`src/hw/rtl/imu_sei_pkg.sv`:
```
// Shared constants, types and fixed-point helpers for the strapdown integrator.
package imu_sei_pkg;

  localparam int unsigned CFG_IDX_W = 4;

  localparam logic [CFG_IDX_W-1:0] REG_TIME_STEP  = 4'd0;
  localparam logic [CFG_IDX_W-1:0] REG_INIT_POS_X = 4'd1;
  localparam logic [CFG_IDX_W-1:0] REG_INIT_POS_Y = 4'd2;
  localparam logic [CFG_IDX_W-1:0] REG_INIT_POS_Z = 4'd3;
  localparam logic [CFG_IDX_W-1:0] REG_INIT_VEL_X = 4'd4;
  localparam logic [CFG_IDX_W-1:0] REG_INIT_VEL_Y = 4'd5;
  localparam logic [CFG_IDX_W-1:0] REG_INIT_VEL_Z = 4'd6;
  localparam logic [CFG_IDX_W-1:0] REG_INIT_ATT   = 4'd7;

  localparam logic [23:0] TIME_STEP_RST = 24'd83886;
  localparam logic [63:0] INIT_ATT_RST  = 64'h4000_0000_0000_0000;

  localparam logic signed [63:0] GRAV_Q14 = 64'sd160727;
  localparam logic signed [32:0] ONE_Q30  = 33'sd1073741824;

  typedef struct packed {
    logic first;
    logic neg;
    logic shl16;
  } mac_op_t;

  function automatic logic signed [63:0] rnd64(input logic signed [63:0] v,
                                               input logic [5:0] s);
    logic signed [63:0] half;
    half = 64'sd1 <<< (s - 6'd1);
    return (v + half) >>> s;
  endfunction

  function automatic logic signed [31:0] sat32(input logic signed [63:0] v);
    logic signed [31:0] r;
    if (v > 64'sd2147483647) r = 32'sh7fff_ffff;
    else if (v < -64'sd2147483648) r = 32'sh8000_0000;
    else r = v[31:0];
    return r;
  endfunction

endpackage

```
`src/hw/rtl/imu_sei_mac.sv`:
```
// Shared signed multiply-accumulate unit with a registered product.
module imu_sei_mac (
  input  logic                 clk,
  input  logic                 rst,
  input  logic                 issue,
  input  imu_sei_pkg::mac_op_t op,
  input  logic signed [32:0]   a,
  input  logic signed [32:0]   b,
  output logic signed [63:0]   acc
);
  import imu_sei_pkg::*;

  logic signed [65:0] prod;
  logic               pvld;
  mac_op_t            pop;
  logic signed [63:0] base;
  logic signed [63:0] addend;

  always_comb begin
    base   = pop.first ? 64'sd0 : acc;
    addend = pop.shl16 ? {prod[47:0], 16'd0} : prod[63:0];
  end

  always_ff @(posedge clk) begin
    if (rst) begin
      pvld <= 1'b0;
    end else begin
      pvld <= issue;
    end
    prod <= a * b;
    pop  <= op;
    if (pvld) begin
      acc <= pop.neg ? base - addend : base + addend;
    end
  end

endmodule
```
`config.mk`:
```
export PLATFORM = sky130hd
export DESIGN_NAME = imu_sei_mac
export DESIGN_NICKNAME = d
export VERILOG_FILES = /design/src/hw/rtl/imu_sei_pkg.sv /design/src/hw/rtl/imu_sei_mac.sv
export SDC_FILE = /design/constraint.sdc
export NUM_CORES = 2
export LEC_CHECK = 0
export BUFFER_PORTS_ARGS = -buffer_cell sky130_fd_sc_hd__buf_2
export CORE_UTILIZATION = 57
export CTS_CLUSTER_SIZE = 25
export DETAILED_ROUTE_END_ITERATION = 7
export PLACE_DENSITY = 0.78
export SYNTH_ARGS = -nofsm -noshare
export SYNTH_HDL_FRONTEND = slang
export SYNTH_SLANG_ARGS = --single-unit
export TNS_END_PERCENT = 100
```
`constraint.sdc`:
```
create_clock -name clk -period 18.5 [get_ports clk]
set_input_delay 0.925 -clock clk [delete_from_list [all_inputs] [get_ports clk]]
set_output_delay 0.925 -clock clk [all_outputs]
set_load 0.05 [all_outputs]
```
* After elaboration in Yosys (flattened, before gate mapping)
Cells that the tools add are included.
** Storage, ports and cells
- Register bits after elaboration :: 132
- Input bits :: 72
- Output and inout bits :: 64
- Logic and storage cells :: 12
** Cells by class
- Add/sub/neg operators :: 2
- $mul :: 1
- Multiplexer cells :: 3
** Operators by type and width (number)
- $mux W64 :: 3
- $add A64 B64 Y64 :: 1
- $mul A33 B33 Y64 :: 1
- $sub A64 B64 Y64 :: 1

* Depth between registers and ports, before layout
- Word-level depth :: 3
- Mapped depth :: 29
- Gate-level depth less buffers :: 27

* Worst setup path after synthesis
Ideal clock, no wire load.
- Path kind :: input port to flip-flop
- Start point :: in a[32]
- End point :: reg prod[63]
- Setup time :: 0.128 ns
- Arrival :: 8.149 ns
- Data required time :: 18.372 ns
- Path slack :: 10.224 ns
- Cell stages on the path :: 23
- Buffers on the path :: 1
- Path through :: clkbuf_1 nand2_1 inv_1 fa_1 inv_1 fa_1 inv_1 fa_1 fa_1 fa_1 fa_1 fa_1 inv_1 fa_1 inv_1 ha_1 and2_1 or4bb_1 o2111a_1 o31ai_2 a221o_1 mux2i_1 nand4_1
** Between the ends
- Longest elaborated chain between the ends :: 1
** RTL lines
- from (decl) :: RTL line imu_sei_mac.sv:7 : input logic signed [32:0] a,
- $mul A33 B33 Y64 :: RTL line imu_sei_mac.sv:30 : prod <= a * b;
- to (signal assigned) :: RTL line imu_sei_mac.sv:30
- to (decl) :: RTL line imu_sei_mac.sv:13 : logic signed [65:0] prod;
No other way between the ends.
A chain may end at the register's enable or synchronous reset.

* Worst setup path after layout
- Start point :: in b[6]
- End point :: reg prod[63]
** Between the ends
- Longest elaborated chain between the ends :: 1
** RTL lines
- from (decl) :: RTL line imu_sei_mac.sv:8 : input logic signed [32:0] b,
- $mul A33 B33 Y64 :: RTL line imu_sei_mac.sv:30
No other way between the ends.

==> out/metrics.csv <==
stage,metric,value,unit
routing,Vias,35500,
floorplan,Die Wd,293,microns
layout,fill cell count,7002,
synthesis,"Warnings, synthesis",0,
timing,RSZ-0062 raised after global routing,no,
synthesis,top post-synthesis cells by area,"fa_1 47%, inv_1 9.0%, and2_1 7.4%, ha_1 7.2%, nand2_1 4.8%",
cts,clock transition at the registers of the reported paths,0.07,ns
timing,Final Max Slew Viols,0,
floorplan,num ports,136,
synthesis,"Top FF cell, synth",dfxtp_1,
synthesis,cells after synthesis,5269,
floorplan,die area,0.0856,sq mm
synthesis,Post-synth EDFFs,64,
grt,antenna violations before repair,3,
routing,drt drc,0,
timing,endpoints failing hold,0,
routing,Post-DRT Antenna Nets,0,
cts,CTS tree,done,
grt,largest net degree at the start of global routing,65,
routing,Via density,5.66,
grt,met2 Use GR,50.1,%
floorplan,starting density of the core,57.6,%
cts,Post-CTS Setup Bufs,0,
run,Max-Cap Viols,0,
routing,Initial DRC Count,2439,
worst_setup_path,"Data arrival, critical path",9.21,ns
grt,GRT Max-Usage Layer,met2,
cts,CTS HTree Levels,4,
cts,Max clock buf depth,2,
synthesis,synthesized cell area,0.0481,sq mm
timing,Fmax,0.113,GHz
grt,"Remaining Overflow, GRT",0,
synthesis,asr flop ratio synth,0,%
floorplan,Core ar.,0.0836,sq mm
worst_setup_path,worst-path fanout max,33,
timing,Final TNS setup,0,ns
min_path,Tightest Hold Check Type,in2reg,
worst_setup_path,critical path class,in2reg,
synthesis,synthesized area per cell,9.13,sq um
layout,P&R area growth vs syn,3.60,%
timing,max_slew headroom,26.8,%
worst_setup_path,reg2reg path depth,23,
cts,hold-fix buffers at CTS,0,
synthesis,Syn Nets,6743,
routing,DR WL/cell,19.4,microns
synthesis,Seq cells post-synth,132,
grt,met1 Track Usage GR,39.9,%
status,run status,"complete, no violations",
timing,worst clock skew,0.0159,ns
timing,post-layout min period,8.88,ns
cts,post_cts resized,0,
cts,clock sinks,132,
timing,"Period Utilization, post-route",48.0,%
synthesis,sequential element share of the synthesized area,6.83,%
grt,total track usage,29.9,%
cts,clock buffer count from CTS,17,
grt,number of global-route vias before repair,38400,
min_path,Hold Path Depth,1,
cts,"Clk Latency, worst-skew pair",0.45,ns
grt,met3 GRT Util,6.09,%
floorplan,row count,106,
synthesis,post-synthesis cell type count,86,
worst_setup_path,WP data required,18.82,ns
floorplan,die height,293,microns
placed_design,HPWL Detailed,98200,microns
worst_setup_path,startpoint types,input port,
synthesis,Synth area leader,fa_1,
cts,CTS Root Cell,clkbuf_16,
routing,final wirelength,122000,microns
grt,wire length of the first global-routing pass,202000,microns
routing,TritonRoute pass-1 iters,6,
layout,share of layout cells above drive strength 1,4.15,%
layout,# nets final,6646,
timing,final setup violation count,0,
worst_setup_path,"Slowest-stage cell, CP",fa_1,
placed_design,Port-buffer cells,135,
worst_setup_path,CP dominant cell by count,fa_1,
placed_design,GPL Wtd Cong,0.954,
timing,Slew @ Worst Pin,1.09,ns
worst_setup_path,Worst path max stage delay,1.16,ns
worst_setup_path,Worst setup EP type,flip-flop,
synthesis,Synth top area share,46.9,%
worst_setup_path,"Cell Chain, Critical Path",buf_2 > nand2_1 > inv_1 > fa_1 > inv_1 > fa_1 > inv_1 > fa_1 > fa_1 > fa_1 > fa_1 > fa_1 > inv_1 > fa_1 > inv_1 > ha_1 > and2_1 > or4bb_1 > o2111a_1 > o31ai_2 > a221o_1 > mux2i_1 > nand4_1,
[flip-flops by register name, summed over array words and instances (netlist names)]
| name | cells |
|---|---|
| acc | 64 |
| pop | 3 |
| prod | 64 |
| pvld | 1 |
[through the flow]
step	std cells	setup slack (ns)	hold WS, ns	area, sq um	utilization, %
after floorplan	5269	10.22	0.753	48100	-
after global placement	6233	9.38	0.768	49200	58.9
after detailed placement	6233	9.22	0.775	49200	58.9
after CTS	6265	9.69	0.566	49800	59.6
after global routing	6266	9.14	0.569	49800	59.6
final	6269	9.62	0.572	49800	59.6
[cells by family (layout without fill, tap and decap cells)]
logic type / count (synthesis) / after routing / share of synthesized area (%)
AND/OR/NAND/NOR: 1587 / 1587 / 16.8
buffers and inverters: 1411 / 1327 / 11.1
adder cells (fa/ha/maj): 1402 / 1402 / 54.0
AO/OA/AOI/OAI: 500 / 500 / 6.81
XOR/XNOR: 194 / 194 / 3.53
flip-flops: 132 / 132 / 6.83
multiplexers: 43 / 43 / 0.897
other: 0 / 4 / 0
[path summary, 6_finish.rpt]
check | from | to | slack [ns]
max | b[6] | prod[63] | 9.62
max reg2reg | pop[0] | acc[61] | 12.08
min | op[2] | pop[2] | 0.57
min reg2reg | acc[0] | acc[0] | 0.78
[routing by layer]
| metal | up-vias | wire length [microns] |
|---|---|---|
| met5 | - | 23 |
| met4 | 4 | 2730 |
| met3 | 229 | 10900 |
| met2 | 1484 | 58600 |
| met1 | 18200 | 49500 |
| li1 | 15600 | - |
[cells in the mapped netlist, drive strengths merged, types with 15 or more instances]
cell type,n
nor3,49
o21bai,18
nand4,27
mux2i,42
nor2,117
o31ai,15
a31oi,22
nand2b,26
a21oi,183
nand2,611
and3,21
xnor2,101
o211ai,15
xor2,93
o21ai,80
fa,1126
edfxtp,64
clkbuf,247
dfxtp,68
and2,572
ha,276
o21a,17
nor2b,106
inv,1150
a21o,62
nand3,28
[cell usage in the layout (no fill, tap or decap), types with 6 or more instances in the layout]
cell type,instances
a211oi_1,12
clkinv_8,6
or3_1,6
nand2b_1,26
a21boi_0,6
and2_1,571
xor2_1,93
inv_1,1149
buf_2,135
o31ai_1,12
a21oi_1,183
nor2_1,116
mux2i_1,42
and3_1,21
nand2_1,610
clkbuf_16,17
edfxtp_1,64
nor2b_1,106
fa_1,1126
o21a_1,17
nand4_1,26
inv_8,6
xnor2_1,101
a211o_1,7
o211ai_1,14
buf_4,10
a31oi_1,22
ha_1,276
nor3_1,43
o21bai_1,18
a21o_1,62
o21ai_0,75
nand3_1,28
a41oi_1,8
dfxtp_1,64
[critical path, delay by kind of cell]
| kind | cells | cell delay [ns] |
|---|---|---|
| buf+inv | 6 | 1.21 |
| mux | 1 | 0.19 |
| simple gates | 4 | 0.95 |
| fa+ha+maj | 9 | 4.93 |
| compound gates | 3 | 0.93 |
[cell type report]
| type | count | area, sq um | area share (%) |
|---|---|---|---|
| flip-flops and latches | 132 | 3290 | 6.60 |
| multi-input cells | 3726 | 39500 | 79.3 |
| diodes | 4 | 10.0 | 0.0201 |
| inverters | 1150 | 4320 | 8.66 |
| clock inverters | 15 | 190 | 0.382 |
| well taps | 1080 | 1350 | 2.71 |
| repair buffers | 145 | 751 | 1.51 |
| clock buffers | 17 | 425 | 0.854 |
Power is left out: the tool's default activity adds up to more than one toggle a clock period on the data nets, which glitch-free logic cannot reach.
